## src/hdl/owm_pkg.sv

```systemverilog
// ----------------------------------------------------------------------------
// owm_pkg
// shared types, codes and reset values for the single-wire bus master
// ----------------------------------------------------------------------------
package owm_pkg;

  localparam int BitsPerByteDef = 8;
  localparam int AddrW          = 5;
  localparam int DataW          = 32;

  // input function codes
  localparam logic [1:0] FuncTick  = 2'd0;
  localparam logic [1:0] FuncReset = 2'd1;
  localparam logic [1:0] FuncWrite = 2'd2;
  localparam logic [1:0] FuncRead  = 2'd3;

  // register indexes
  localparam logic [2:0] RegIdleHigh  = 3'd0;
  localparam logic [2:0] RegResetLow  = 3'd1;
  localparam logic [2:0] RegResetWait = 3'd2;
  localparam logic [2:0] RegSlot      = 3'd3;
  localparam logic [2:0] RegLeadLow   = 3'd4;
  localparam logic [2:0] RegSampleDly = 3'd5;

  localparam logic [7:0] IdleHighRst  = 8'd15;
  localparam logic [9:0] ResetLowRst  = 10'd750;
  localparam logic [9:0] ResetWaitRst = 10'd470;
  localparam logic [7:0] SlotRst      = 8'd60;
  localparam logic [3:0] LeadLowRst   = 4'd1;
  localparam logic [3:0] SampleDlyRst = 4'd1;

  typedef struct packed {
    logic [1:0] func;
    logic [7:0] data_byte;
    logic       line_level;
  } item_t;

  typedef struct packed {
    logic       drive_low;
    logic       busy_res;
    logic       done_res;
    logic [7:0] read_byte;
  } res_t;

  typedef struct packed {
    logic [7:0] idle_high_ticks;
    logic [9:0] reset_low_ticks;
    logic [9:0] reset_wait_ticks;
    logic [7:0] slot_ticks;
    logic [3:0] lead_low_ticks;
    logic [3:0] sample_delay_ticks;
  } cfg_t;

endpackage

```

## src/hdl/one_wire_bus_master.sv

```systemverilog
// path: an accepted word is held in the input register, then registered in the result register
// throughput: one word per cycle while the output is not stalled, set by the single-pass phase sequencer
// the input stall follows the output stall within the same cycle
// reset: line released, sequencer idle, timing registers at default values
// ----------------------------------------------------------------------------
// one_wire_bus_master
// open-drain single-wire bus master stepped by tick and command words
// ----------------------------------------------------------------------------
module one_wire_bus_master import owm_pkg::*; #(
  parameter int BitsPerByte = BitsPerByteDef
) (
  input  logic             clk_i,
  input  logic             rst_ni,
  input  logic             in_valid_i,
  output logic             in_stall_o,
  input  item_t            in_data_i,
  output logic             out_valid_o,
  input  logic             out_stall_i,
  output res_t             out_data_o,
  input  logic             psel,
  input  logic             penable,
  input  logic             pwrite,
  input  logic [AddrW-1:0] paddr,
  input  logic [DataW-1:0] pwdata,
  output logic [DataW-1:0] prdata,
  output logic             pready
);

  cfg_t  cfg;
  logic  in_valid_q;
  item_t in_q;
  logic  adv;

  assign adv        = !out_valid_o || !out_stall_i;
  assign in_stall_o = in_valid_q && !adv;

  always_ff @(posedge clk_i or negedge rst_ni) begin
    if (!rst_ni) begin
      in_valid_q <= 1'b0;
      in_q       <= '0;
    end else if (!in_valid_q || adv) begin
      in_valid_q <= in_valid_i;
      in_q       <= in_data_i;
    end
  end

  owm_regs u_regs (
    .clk_i   (clk_i),
    .rst_ni  (rst_ni),
    .psel    (psel),
    .penable (penable),
    .pwrite  (pwrite),
    .paddr   (paddr),
    .pwdata  (pwdata),
    .prdata  (prdata),
    .pready  (pready),
    .cfg_o   (cfg)
  );

  owm_core #(
    .BitsPerByte (BitsPerByte)
  ) u_core (
    .clk_i       (clk_i),
    .rst_ni      (rst_ni),
    .adv_i       (adv),
    .vld_i       (in_valid_q),
    .item_i      (in_q),
    .cfg_i       (cfg),
    .out_valid_o (out_valid_o),
    .out_o       (out_data_o)
  );

endmodule

```

## src/hdl/owm_regs.sv

```systemverilog
// ----------------------------------------------------------------------------
// owm_regs
// apb timing registers of the single-wire bus master
// ----------------------------------------------------------------------------
module owm_regs import owm_pkg::*; (
  input  logic             clk_i,
  input  logic             rst_ni,
  input  logic             psel,
  input  logic             penable,
  input  logic             pwrite,
  input  logic [AddrW-1:0] paddr,
  input  logic [DataW-1:0] pwdata,
  output logic [DataW-1:0] prdata,
  output logic             pready,
  output cfg_t             cfg_o
);

  cfg_t       cfg_q;
  logic [2:0] idx;
  logic       wr_en;

  assign idx    = paddr[AddrW-1:2];
  assign wr_en  = psel & penable & pwrite;
  assign pready = 1'b1;
  assign cfg_o  = cfg_q;

  always_ff @(posedge clk_i or negedge rst_ni) begin
    if (!rst_ni) begin
      cfg_q.idle_high_ticks    <= IdleHighRst;
      cfg_q.reset_low_ticks    <= ResetLowRst;
      cfg_q.reset_wait_ticks   <= ResetWaitRst;
      cfg_q.slot_ticks         <= SlotRst;
      cfg_q.lead_low_ticks     <= LeadLowRst;
      cfg_q.sample_delay_ticks <= SampleDlyRst;
    end else if (wr_en) begin
      case (idx)
        RegIdleHigh:  cfg_q.idle_high_ticks    <= pwdata[7:0];
        RegResetLow:  cfg_q.reset_low_ticks    <= pwdata[9:0];
        RegResetWait: cfg_q.reset_wait_ticks   <= pwdata[9:0];
        RegSlot:      cfg_q.slot_ticks         <= pwdata[7:0];
        RegLeadLow:   cfg_q.lead_low_ticks     <= pwdata[3:0];
        RegSampleDly: cfg_q.sample_delay_ticks <= pwdata[3:0];
        default: ;
      endcase
    end
  end

  always_comb begin
    case (idx)
      RegIdleHigh:  prdata = {24'd0, cfg_q.idle_high_ticks};
      RegResetLow:  prdata = {22'd0, cfg_q.reset_low_ticks};
      RegResetWait: prdata = {22'd0, cfg_q.reset_wait_ticks};
      RegSlot:      prdata = {24'd0, cfg_q.slot_ticks};
      RegLeadLow:   prdata = {28'd0, cfg_q.lead_low_ticks};
      RegSampleDly: prdata = {28'd0, cfg_q.sample_delay_ticks};
      default:      prdata = '0;
    endcase
  end

endmodule

```

## src/hdl/owm_core.sv

```systemverilog
// ----------------------------------------------------------------------------
// owm_core
// bus phase sequencer with tick counter, bit shifter and result register
// ----------------------------------------------------------------------------
module owm_core import owm_pkg::*; #(
  parameter int BitsPerByte = BitsPerByteDef
) (
  input  logic  clk_i,
  input  logic  rst_ni,
  input  logic  adv_i,
  input  logic  vld_i,
  input  item_t item_i,
  input  cfg_t  cfg_i,
  output logic  out_valid_o,
  output res_t  out_o
);

  localparam int BW = $clog2(BitsPerByte + 1);
  localparam logic [BW-1:0] NBits = BW'(BitsPerByte);

  typedef enum logic [2:0] {
    PhIdle, PhRstHigh, PhRstLow, PhRstWait, PhLead, PhWSlot, PhRDelay, PhRSlot
  } phase_e;

  phase_e        phase_q, phase_d;
  logic [9:0]    cnt_q, cnt_d;
  logic [BW-1:0] bit_q, bit_d;
  logic [7:0]    shift_q, shift_d;
  logic [7:0]    last_q, last_d;
  logic [1:0]    op_q, op_d;
  logic          out_valid_q;
  res_t          out_q;
  logic          entered;
  logic [BW-1:0] rem;
  logic [7:0]    fill;
  logic          proc;

  function automatic logic [9:0] phase_len(phase_e ph, cfg_t c);
    case (ph)
      PhRstHigh: phase_len = {2'd0, c.idle_high_ticks};
      PhRstLow:  phase_len = c.reset_low_ticks;
      PhRstWait: phase_len = c.reset_wait_ticks;
      PhLead:    phase_len = {6'd0, c.lead_low_ticks};
      PhWSlot:   phase_len = {2'd0, c.slot_ticks};
      PhRDelay:  phase_len = {6'd0, c.sample_delay_ticks};
      PhRSlot:   phase_len = {2'd0, c.slot_ticks};
      default:   phase_len = 10'd1;
    endcase
  endfunction

  assign proc = vld_i & adv_i;

  always_comb begin
    int sum;
    phase_d = phase_q;
    cnt_d   = cnt_q;
    bit_d   = bit_q;
    shift_d = shift_q;
    last_d  = last_q;
    op_d    = op_q;
    entered = 1'b0;
    rem     = '0;
    fill    = '0;
    sum     = 0;
    if (item_i.func != FuncTick) begin
      if (phase_q == PhIdle) begin
        op_d    = item_i.func;
        bit_d   = '0;
        entered = 1'b1;
        if (item_i.func == FuncReset) begin
          phase_d = PhRstHigh;
        end else begin
          shift_d = (item_i.func == FuncWrite) ? item_i.data_byte : 8'd0;
          phase_d = PhLead;
        end
      end
    end else if (phase_q != PhIdle) begin
      cnt_d = (cnt_q == 10'h3FF) ? cnt_q : cnt_q + 10'd1;
      if (cnt_d >= phase_len(phase_q, cfg_i)) begin
        entered = 1'b1;
        case (phase_q)
          PhRstHigh: phase_d = PhRstLow;
          PhRstLow:  phase_d = PhRstWait;
          PhLead:    phase_d = (op_q == FuncWrite) ? PhWSlot : PhRDelay;
          PhWSlot: begin
            shift_d = shift_d >> 1;
            bit_d   = bit_d + 1'b1;
            phase_d = (bit_d >= NBits) ? PhIdle : PhLead;
          end
          PhRDelay: begin
            shift_d = {item_i.line_level, shift_d[7:1]};
            phase_d = PhRSlot;
          end
          PhRSlot: begin
            bit_d = bit_d + 1'b1;
            if (bit_d >= NBits) begin
              last_d  = shift_d;
              phase_d = PhIdle;
            end else begin
              phase_d = PhLead;
            end
          end
          default: phase_d = PhIdle;
        endcase
      end
    end

    // pass through phases of zero length
    if (entered) begin
      cnt_d = '0;
      if (phase_d == PhRstHigh && cfg_i.idle_high_ticks == '0) phase_d = PhRstLow;
      if (phase_d == PhRstLow && cfg_i.reset_low_ticks == '0) phase_d = PhRstWait;
      if (phase_d == PhRstWait && cfg_i.reset_wait_ticks == '0) phase_d = PhIdle;
      if (phase_d == PhRSlot && cfg_i.slot_ticks == '0) begin
        bit_d = bit_d + 1'b1;
        if (bit_d >= NBits) begin
          last_d  = shift_d;
          phase_d = PhIdle;
        end else begin
          phase_d = PhLead;
        end
      end
      if (phase_d == PhWSlot && cfg_i.slot_ticks == '0) begin
        shift_d = shift_d >> 1;
        bit_d   = bit_d + 1'b1;
        phase_d = (bit_d >= NBits) ? PhIdle : PhLead;
      end
      if (phase_d == PhLead && cfg_i.lead_low_ticks == '0) begin
        phase_d = (op_d == FuncWrite) ? PhWSlot : PhRDelay;
      end
      // every write phase is empty: remaining bits go out at once
      if (phase_d == PhWSlot && cfg_i.slot_ticks == '0) begin
        phase_d = PhIdle;
      end
      if (phase_d == PhRDelay && cfg_i.sample_delay_ticks == '0) begin
        shift_d = {item_i.line_level, shift_d[7:1]};
        phase_d = PhRSlot;
      end
      if (phase_d == PhRSlot && cfg_i.slot_ticks == '0) begin
        bit_d = bit_d + 1'b1;
        if (bit_d >= NBits) begin
          last_d  = shift_d;
          phase_d = PhIdle;
        end else begin
          phase_d = PhLead;
        end
      end
      // every read phase is empty: remaining bits all sample the same level
      if (phase_d == PhLead && cfg_i.lead_low_ticks == '0) begin
        rem = NBits - bit_d;
        for (int j = 0; j < 8; j++) begin
          sum = j + int'(rem);
          if (sum >= 8) begin
            fill[j] = item_i.line_level;
          end else begin
            fill[j] = shift_d[sum[2:0]];
          end
        end
        shift_d = fill;
        last_d  = fill;
        bit_d   = NBits;
        phase_d = PhIdle;
      end
    end
  end

  always_ff @(posedge clk_i or negedge rst_ni) begin
    if (!rst_ni) begin
      phase_q     <= PhIdle;
      cnt_q       <= '0;
      bit_q       <= '0;
      shift_q     <= '0;
      last_q      <= '0;
      op_q        <= '0;
      out_valid_q <= 1'b0;
      out_q       <= '0;
    end else if (adv_i) begin
      out_valid_q <= vld_i;
      if (vld_i) begin
        phase_q <= phase_d;
        cnt_q   <= cnt_d;
        bit_q   <= bit_d;
        shift_q <= shift_d;
        last_q  <= last_d;
        op_q    <= op_d;
        out_q.drive_low <= (phase_d == PhRstLow) || (phase_d == PhLead) ||
                           ((phase_d == PhWSlot) && !shift_d[0]);
        out_q.busy_res  <= (phase_d != PhIdle);
        out_q.done_res  <= entered && (phase_d == PhIdle);
        out_q.read_byte <= last_d;
      end
    end
  end

  assign out_valid_o = out_valid_q;
  assign out_o       = out_q;

  a_done_not_busy: assert property (@(posedge clk_i) disable iff (!rst_ni)
    out_valid_q && out_q.done_res |-> !out_q.busy_res)
    else $error("done reported while still busy");

  a_idle_released: assert property (@(posedge clk_i) disable iff (!rst_ni)
    out_valid_q && !out_q.busy_res |-> !out_q.drive_low)
    else $error("line pulled low while idle");

  a_bit_range: assert property (@(posedge clk_i) disable iff (!rst_ni)
    phase_q != PhIdle |-> bit_q < NBits)
    else $error("bit index out of range during operation");

  a_hold_state: assert property (@(posedge clk_i) disable iff (!rst_ni)
    !proc |=> $stable(phase_q) && $stable(last_q) && $stable(cnt_q))
    else $error("state moved without an item");

endmodule

```

## config.mk

```make
export PLATFORM = sky130hd
export DESIGN_NAME = one_wire_bus_master
export DESIGN_NICKNAME = d
export VERILOG_FILES = /design/src/hdl/owm_pkg.sv /design/src/hdl/one_wire_bus_master.sv /design/src/hdl/owm_regs.sv /design/src/hdl/owm_core.sv
export SDC_FILE = /design/constraint.sdc
export NUM_CORES = 1
export LEC_CHECK = 0
export BUFFER_PORTS_ARGS = -buffer_cell sky130_fd_sc_hd__buf_4
export CORE_UTILIZATION = 30
export CTS_CLUSTER_SIZE = 40
export DETAILED_ROUTE_END_ITERATION = 8
export GPL_TIMING_DRIVEN = 0
export PLACE_DENSITY_LB_ADDON = 0.12
export SETUP_SLACK_MARGIN = 0.15
export SLEW_MARGIN = 5
export SYNTH_ARGS = -nofsm -noshare
export SYNTH_HDL_FRONTEND = slang
export SYNTH_SLANG_ARGS = --single-unit
```

## constraint.sdc

```tcl
create_clock -name clk_i -period 16 [get_ports clk_i]
set_clock_uncertainty 0.1 [all_clocks]
set_input_delay 1.6 -clock clk_i [delete_from_list [all_inputs] [get_ports clk_i]]
set_output_delay 1.6 -clock clk_i [all_outputs]
set_load 0.01 [all_outputs]
```

=== Word-level counts from Yosys, hierarchy flattened ===
Cells that the tools add are included.

* Register bits: 95
* Output and inout bits: 46
* Logic and storage cells: 237

* Add/subtract/negate cells: 13
* Order comparisons: 21
* Equality and inequality tests: 31
* Muxes and demuxes: 106
* Bitwise gates (word level): 2
* Reduce and logical (&&, ||, !) cells: 44

{| class="wikitable"
|+ Operator list
! operator !! count
|-
| 32-bit by 5-bit >= comparator with 1-bit output, second input constant || 7
|-
| 8-bit two-way mux || 22
|-
| 10-bit case mux with 6 select lines || 2
|-
| 3-bit two-way mux || 29
|-
| 10-bit two-way mux || 6
|-
| 4-bit two-way mux || 13
|-
| 3-bit == test, second input constant || 15
|-
| 3-bit by 4-bit less-than comparator with 1-bit output, second input constant || 8
|-
| 1-bit binary-select mux with 3-bit select || 8
|-
| 3-bit by 2-bit == test with 1-bit output, second input constant || 7
|-
| 3-bit by 4-bit adder with 5-bit output, first input constant || 4
|-
| 4-bit >= comparator, second input constant || 5
|-
| 10-bit logical NOT || 2
|-
| 1-bit two-way mux || 20
|-
| 4-bit by 1-bit adder with 4-bit output, second input constant || 4
|-
| 8-bit logical NOT || 2
|-
| 8-bit case mux with 2 select lines || 1
|-
| 3-bit case mux with 5 select lines || 1
|-
| 2-bit AND reduction || 7
|-
| 1-bit logical AND || 13
|-
| 10-bit by 1-bit adder with 10-bit output, second input constant || 1
|-
| 2-bit by 4-bit adder with 5-bit output, first input constant || 2
|-
| 10-bit == test, second input constant || 1
|-
| 10-bit >= comparator || 1
|-
| other kinds (16) || 36
|}

=== Logic depth before layout (Yosys ltp) ===
Gate-level depths: netlist (run 1).

* Depth in word-level cells: 56
* Depth in mapped cells: 31
* Depth with buffers taken out: 31

=== Modules after synthesis ===
From an unflattened synthesis (run 1), not the netlist that was laid out.

* Cells, all modules: 904
* Area total of the unflattened synthesis: 8,252.9 sq um

{| class="wikitable"
|+ Modules (own cells, without submodules)
! module !! times used !! cells an instance !! area an instance (sq um) !! sequential area each (sq um)
|-
| owm_core || 1 || 701 || 5,427.7 || 975.9
|-
| owm_regs || 1 || 175 || 2,334.7 || 1,129.8
|-
| one_wire_bus_master || 1 || 28 || 490.5 || 300.3
|}

=== Worst setup path before layout (run 1) ===
OpenSTA, ideal clock, no wires.

* Path kind: register -> register
* Start: register u_core.cnt_q[0]
* End: register u_core.shift_q[1]
* Library setup time: 0.132 ns
* Arrival time: 6.717 ns
* Data required time: 15.768 ns
* Slack: 9.051 ns
* Stages on the path, launching flop included: 29
* Buffers on the path: 0
* Cell sequence: dfrtp_1 -> ha_1 -> nand2_1 -> nor2_1 -> a31oi_1 -> and3_1 -> nand3_1 -> xnor2_1 -> ha_1 -> nand4_4 -> o311a_4 -> a211o_2 -> mux2i_4 -> ha_1 -> mux2_2 -> ha_1 -> mux2i_1 -> a21oi_2 -> ha_1 -> mux2i_1 -> ha_1 -> xnor2_1 -> xor2_1 -> ha_1 -> and2_1 -> a21boi_1 -> a211oi_1 -> a2111oi_0 -> nor2_1

* Word-level cells in the longest chain between the ends: 50
* Elaborated cells between the ends (all ways): 80
* Classes of those cells: add/sub (6); order compare (5); eq/ne (11); mux (48); reduce/logical (10)

{| class="wikitable"
|+ RTL lines
! element !! RTL line !! text
|-
| from (decl) || owm_core.sv:26 || <nowiki>logic [9:0] cnt_q, cnt_d;</nowiki>
|-
| from (signal assigned) || owm_core.sv:181 || <nowiki>cnt_q <= cnt_d;</nowiki>
|-
| 10-bit by 1-bit adder with 10-bit output / 10-bit == test (equally long branches) || owm_core.sv:78 || <nowiki>cnt_d = (cnt_q == 10'h3FF) ? cnt_q : cnt_q + 10'd1;</nowiki>
|-
| 10-bit two-way mux (*) || owm_core.sv:78 ||
|-
| 10-bit >= comparator (*) || owm_core.sv:79 || <nowiki>if (cnt_d >= phase_len(phase_q, cfg_i)) begin</nowiki>
|-
| parallel branches: the longest is 46 deep, another holds 3-bit two-way mux || - ||
|-
| 8-bit two-way mux (*) || owm_core.sv:109 || <nowiki>if (entered) begin</nowiki>
|-
| to (signal assigned) || owm_core.sv:183 || <nowiki>shift_q <= shift_d;</nowiki>
|-
| to (decl) || owm_core.sv:28 || <nowiki>logic [7:0] shift_q, shift_d;</nowiki>
|}

Mark *: on every way between the ends. The select of a mux whose other input is x is not followed.
A chain may end at the register's enable or synchronous reset.

=== Final worst setup path (run 1) ===
* Start: register u_core.phase_q[2]
* End: register u_core.out_q (netlist bit u_core.out_o[5])

* Word-level cells in the longest chain between the ends: 53
* Elaborated cells between the ends (all ways): 109
* Classes of those cells: add/sub (5); order compare (5); eq/ne (18); mux (68); reduce/logical (13)

{| class="wikitable"
|+ RTL lines
! element !! RTL line !! text
|-
| from (decl) || owm_core.sv:25 || <nowiki>phase_e phase_q, phase_d;</nowiki>
|-
| from (signal assigned) || owm_core.sv:169 || <nowiki>phase_q <= PhIdle;</nowiki>
|-
| from (signal assigned) || owm_core.sv:180 || <nowiki>phase_q <= phase_d;</nowiki>
|-
| parallel branches: the longest is 52 deep, another holds 10-bit >= comparator || - ||
|-
| 8-bit two-way mux (*) || owm_core.sv:109 ||
|-
| to (decl) || owm_core.sv:32 || <nowiki>res_t out_q;</nowiki>
|}

Marked as above.

==> results of run 1 <==
power breakdown:
| part | internal (W) | switching, W |
|---|---|---|
| Combinational | 0.000469 | 0.000717 |
| Clock | 0.000108 | 0.000104 |
| Sequential | 0.000309 | 0.0000729 |
| Total | 0.000886 | 0.000894 |
worst register-to-register path, delay by kind of cell, from the launching register on:
family / cells / cell delay [ns]
AND/OR/NAND/NOR: 6 / 1.49
buffers and inverters: 3 / 1.31
multiplexers: 4 / 1.44
XOR/XNOR: 2 / 0.67
flip-flops: 1 / 0.46
AO/OA/AOI/OAI: 8 / 1.53
adder cells (fa/ha/maj): 5 / 1.49
stage by stage:
step	cell area (sq um)	instances	hold slack [ns]
floorplan	8050	884	0.338
global placement	8850	1270	0.350
detailed placement	8860	1271	0.356
CTS	9140	1287	0.376
global route	9170	1288	0.401
finish	9170	1288	0.368
cells in the final DEF (no fill, tap or decap), types with 8 or more instances in the layout:
cell type  instances
mux2_2            68
xnor2_1           12
a211oi_1          16
nand2b_1           8
a21oi_1           67
mux2i_1           61
clkbuf_16          9
nor3_1            11
dfstp_2           23
ha_1              23
nor2_1            60
nor2b_1           12
dfrtp_1           72
inv_1             13
o21ai_0           56
buf_4             75
clkbuf_1          29
a31oi_1           10
nand3_1           34
conb_1            23
nand2_1           81
a22oi_1           14
mux4_2            11
metal layers:
| layer | track usage (%) | wire length (microns) | up-vias |
|---|---|---|---|
| li1 | - | - | 3356 |
| met2 | 32.0 | 12100 | 124 |
| met1 | 26.4 | 12000 | 3449 |
| met3 | 2.24 | 657 | 22 |
| met5 | 0 | 0 | - |
| met4 | 4.55 | 325 | 0 |
sequential cells by signal, summed over array words and instances (netlist names):
| signal | count |
|---|---|
| u_core.out_o | 11 |
| u_core.shift_q | 8 |
| u_core.phase_q | 3 |
| u_regs.cfg_o | 44 |
| u_core.cnt_q | 10 |
| u_core.out_valid_o | 1 |
| u_core.bit_q | 4 |
| in_valid_q | 1 |
| in_q | 11 |
| u_core.op_q | 2 |
worst paths after layout:
check,slack (ns),depth (start not counted),endpoint
hold / removal,0.37,2,u_core.op_q[0]$_DFFE_PN0P_
setup reg to reg,7.39,28,u_core.out_o[5]$_DFFE_PN0P_
max in group asynchronous,14.13,2,u_regs.cfg_o[13]$_DFFE_PN1P_
hold reg to reg,0.37,2,u_core.op_q[0]$_DFFE_PN0P_
setup / recovery,7.39,28,u_core.out_o[5]$_DFFE_PN0P_
min in group asynchronous,0.99,1,u_regs.cfg_o[34]$_DFFE_PN0P_
final cells by class:
cell class | instances | area, sq um
inverters | 18 | 67.6
multi-input cells | 709 | 5240
plain buffers | 62 | 338
well taps | 335 | 419
clock inverters | 5 | 42.5
fillers | 2731 | 16900
clock buffers | 11 | 233
repair buffers | 53 | 425
flip-flops and latches | 95 | 2410
logic make-up (layout without fill, tap and decap cells):
group / after synthesis / count (layout) / share of synthesized area (%)
simple gates: 256 / 256 / 16.3
compound gates: 245 / 245 / 21.3
mux: 143 / 143 / 21.1
flops: 95 / 95 / 30.2
buf+inv: 80 / 149 / 5.09
fa+ha+maj: 23 / 23 / 3.61
xor+xnor: 19 / 19 / 2.28
other cells: 2 / 23 / 0.0943
==> impl_metrics.json, run 1 <==
{
  "yosysSeqAreaShare_pct": 30.2,
  "syn_avg_cell_area_sq_um": 9.23,
  "root_buffer": "clkbuf_16",
  "drive_gt1_share_pct": 25.4,
  "antenna_found_initial": 0,
  "grt_pass1_wl_microns": 39900,
  "setup_tns_ns": 0,
  "nets": 1026,
  "max-cap-violations": 0,
  "syn_to_final_growth_pct": 15.1,
  "clk_latency_ns": 0.36,
  "slowest_delay_ns": 0.56,
  "crit_slowest_cell": "buf_1",
  "gr-total-overflow": 0,
  "dieArea_sq_um": 27200,
  "yosys_warnings": 0,
  "ant_nets": 0,
  "post-route-period-util_pct": 53.8,
  "die_w_microns": 165,
  "initial_utilization_pct": 30.6,
  "place.detailed.hpwl_microns": 19100,
  "gp_congestion": 0.890,
  "vias_per_cell": 5.40,
  "syn_area_sq_um": 7970,
  "synth-seq-cells": 95,
  "path_clk_slew_ns": 0.07,
  "core-area_sq_um": 26100,
  "slew_headroom_pct": 41.3,
  "crit_arrival_ns": 8.73,
  "io_buffers": 51,
  "wl_per_cell_microns": 19.5,
  "synth.cells.most_frequent": "nand2_1, dfrtp_1, mux2_2",
  "worstMarginPinSlew_ns": 0.873,
  "synth_edf_count": 0,
  "cpMostUsedCell": "ha_1",
  "wl_microns": 25100,
  "cts_resized": 0,
  "clkSinkCount": 95,
  "crit_start": "u_core.phase_q[2]$_DFFE_PN0P_",
  "cp-end-kind": "flip-flop",
  "yosysUniqueCellTypes": 90,
  "insertedDiodeCount": 0,
  "clockBufferDepth": 2,
  "fin_crit_ns": 8.61,
  "synthFlopType": "dfrtp_1",
  "cts_tree": "yes",
  "grt_usage_pct": 19.2,
  "required_ns": 16.13,
  "fin_util_pct": 35.2,
  "cts_setup_buffers": 0,
  "io_pins": 101,
  "async_reset_ff_share_pct": 100,
  "vdd_drop_max_mv": 0.0803,
  "route.vias.total": 6951,
  "grt_max_degree": 96,
  "drtIter0Drc": 435,
  "drc": 0,
  "hp-class": "flip-flop to flip-flop",
  "grt_pass1_vias": 6789,
  "drtPass1Iterations": 5,
  "crit_path_max_fanout": 10,
  "report.final.slew_viol_count": 0,
  "power.density_nw_per_um2": 194,
  "power_leakage_nw": 3.92,
  "hold_viol": 0,
  "setup_slack_ns": 7.39,
  "htreeDepth": 3,
  "cp_top_family": "compound AO/OA/AOI/OAI gates",
  "ctsHoldBuffers": 0,
  "cts_buffers": 9,
  "worst-setup-path-type": "flip-flop to flip-flop",
  "setup_viol": 0,
  "num_rows": 59,
  "outcome": "finished, final reports clean",
  "syn_inst": 863,
  "yosysMostFrequentCell": "nand2_1",
  "crit_path_start_kind": "flip-flop",
  "synth.area.top_cells": "dfrtp_1, mux2_2, mux2i_1",
  "p_total_w": 0.00178,
  "fp.dieH_microns": 165,
  "synth.largest_area_cell": "dfrtp_1",
  "yosysTopAreaCellShare_pct": 22.6,
  "rsz0062_at_grt": "false",
  "reg2reg_from": "u_core.phase_q[2]$_DFFE_PN0P_",
  "hold_start": "u_core.op_q[0]$_DFFE_PN0P_",
  "crit_buf_inv": 3,
  "place_ws_ns": 7.38,
  "fmax_mhz": 116
}
Note: power is estimated with default switching activity, not from simulation.
==> run 2, diff against run 1 <==
- clock period: 16 -> 7.9 ns (I/O delays scaled with it)
==> run 2 against run 1 <==
- setup slack lost 6.9 ns
- global-route usage grew 0.095 points
- highest routed layer unchanged
- critical path type unchanged
- register-to-register slack lost 6.9 ns
- first-iteration DRC count shrank 14%
- sequential power grew 100%
- combinational power grew 120%
- cell count grew 0.93%
==> impl_metrics.json, run 2 (synthesis gave the netlist of run 1 again) <==
{
  "path_clk_slew_ns": 0.07,
  "crit_arrival_ns": 7.50,
  "power.density_nw_per_um2": 402,
  "antenna_found_initial": 0,
  "p_sw_share_pct": 49.6,
  "core-area_sq_um": 26100,
  "fp.dieH_microns": 165,
  "slew_headroom_pct": 40.3,
  "worstMarginPinSlew_ns": 0.888,
  "setup_slack_ns": 0.539,
  "p_seq_share_pct": 20.6,
  "drtPass1Iterations": 5,
  "cp-end-kind": "flip-flop",
  "wl_met3_microns": 679,
  "root_buffer": "clkbuf_16",
  "route.vias.total": 7018,
  "place.detailed.hpwl_microns": 19100,
  "dieArea_sq_um": 27200,
  "drtIter0Drc": 373,
  "layout_common_cells": "buf_4, nand2_1, dfrtp_1",
  "comb_power_share_pct": 68.1,
  "top_layer": "met4",
  "gp_congestion": 0.890,
  "hold_slack_ns": 0.179,
  "post-route-period-util_pct": 93.2,
  "pwr-share-clk_pct": 11.3,
  "hp-class": "input pin to asynchronous set/reset pin",
  "drc": 0,
  "power_leakage_nw": 4.01,
  "wl_met2_microns": 12200,
  "required_ns": 8.03,
  "clkSinkCount": 95,
  "htreeDepth": 3,
  "worst-setup-path-type": "flip-flop to flip-flop",
  "layout_commonest_cell": "buf_4",
  "crit_path_max_fanout": 9,
  "grt_usage_pct": 19.3,
  "io_buffers": 51,
  "p_int_w": 0.00189,
  "cts_tree": "yes",
  "grt_max_degree": 96,
  "grt_pass1_wl_microns": 40100,
  "die_w_microns": 165,
  "ant_nets": 0,
  "setup_viol": 0,
  "vdd_drop_max_mv": 0.169,
  "ctsHoldBuffers": 0,
  "largest_reg_flops": 44,
  "netSwitchingPower_w": 0.00186,
  "outcome": "finished, final reports clean",
  "num_rows": 59,
  "max-cap-violations": 0,
  "syn_to_final_growth_pct": 17.4,
  "hold_viol": 0,
  "drive_gt1_share_pct": 28.7,
  "fin_crit_ns": 7.36,
  "vias_per_cell": 5.40,
  "crit_slowest_cell": "o311a_4",
  "wl_met1_microns": 12100,
  "cpMostUsedCell": "ha_1",
  "io_pins": 101,
  "cts_buffers": 9,
  "place_ws_ns": -0.717,
  "report.final.slew_viol_count": 0,
  "wl_microns": 25300,
  "fin_util_pct": 35.9,
  "clk_latency_ns": 0.36,
  "gr-total-overflow": 0,
  "p_total_w": 0.00376,
  "initial_utilization_pct": 30.6,
  "grt_pass1_vias": 6813,
  "wl_per_cell_microns": 19.5,
  "clockBufferDepth": 2,
  "nets": 1038,
  "slowest_delay_ns": 0.45,
  "crit_path_start_kind": "flip-flop",
  "rsz0062_at_grt": "false",
  "insertedDiodeCount": 0,
  "fmax_mhz": 136
}
run 2: metal layers:
layer | global-route usage, % | vias to the layer above
met4 | 4.55 | 0
met1 | 26.6 | 3481
li1 | - | 3384
met3 | 2.24 | 22
met5 | 0 | -
met2 | 32.1 | 131
run 2: layout make-up:
| class | instances | area, sq um |
|---|---|---|
| Clock inverter | 5 | 42.5 |
| Tap cell | 335 | 419 |
| Inverter | 18 | 67.6 |
| Clock buffer | 11 | 233 |
| Fill cell | 2718 | 16700 |
| Sequential cell | 95 | 2410 |
| Multi-Input combinational cell | 709 | 5330 |
| Timing Repair Buffer | 65 | 515 |
| Buffer | 62 | 347 |
run 2: power by group through the flow:
stage / Clock [W] / Sequential, W / Combinational [W]
floorplan: 0 / 0.000732 / 0.00177
detailed placement: 0 / 0.000781 / 0.00239
global placement: 0 / 0.000782 / 0.00238
CTS: 0.000439 / 0.000772 / 0.00249
finish: 0.000426 / 0.000773 / 0.00256
global route: 0.000462 / 0.000791 / 0.00280
run 2: metrics by stage:
step	TNS, ns	instance area, sq um	instances
after floorplan	0	8050	884
after global placement	-7.33	8850	1270
after detailed placement	-7.92	8860	1271
after CTS	0	9230	1293
after global routing	0	9360	1300
final	0	9360	1300
run 2: repair_timing:
| action | in CTS | in global routing |
|---|---|---|
| setup buffers | 6 | 6 |
| gates resized for setup | 13 | 17 |
| pin swaps | 3 | 1 |
| endpoints found under the setup margin | 16 | 14 |
run 2: final timing paths:
kind | from | depth (start not counted) | slack [ns] | end
worst max register to register | u_core.cnt_q[0]$_DFFE_PN0P_ | 29 | 0.54 | u_core.out_o[5]$_DFFE_PN0P_
worst min-delay path | rst_ni | 1 | 0.18 | u_regs.cfg_o[34]$_DFFE_PN0P_
worst min register to register | u_core.op_q[0]$_DFFE_PN0P_ | 2 | 0.37 | u_core.op_q[0]$_DFFE_PN0P_
min in group clk_i | u_core.op_q[0]$_DFFE_PN0P_ | 2 | 0.37 | u_core.op_q[0]$_DFFE_PN0P_
max in group asynchronous | rst_ni | 2 | 6.84 | u_regs.cfg_o[13]$_DFFE_PN1P_
worst max-delay path | u_core.cnt_q[0]$_DFFE_PN0P_ | 29 | 0.54 | u_core.out_o[5]$_DFFE_PN0P_
run 2: worst max-delay path: cells and delay by family (launching register included):
| kind | cells | cell delay [ns] |
|---|---|---|
| adders and majority gates | 7 | 2.05 |
| AOI/OAI and AO/OA | 6 | 1.65 |
| muxes | 5 | 1.37 |
| and+or+nand+nor | 7 | 0.89 |
| xor gates and xnor gates | 3 | 0.59 |
| DFF | 1 | 0.43 |
| buffers and inverters | 1 | 0.15 |
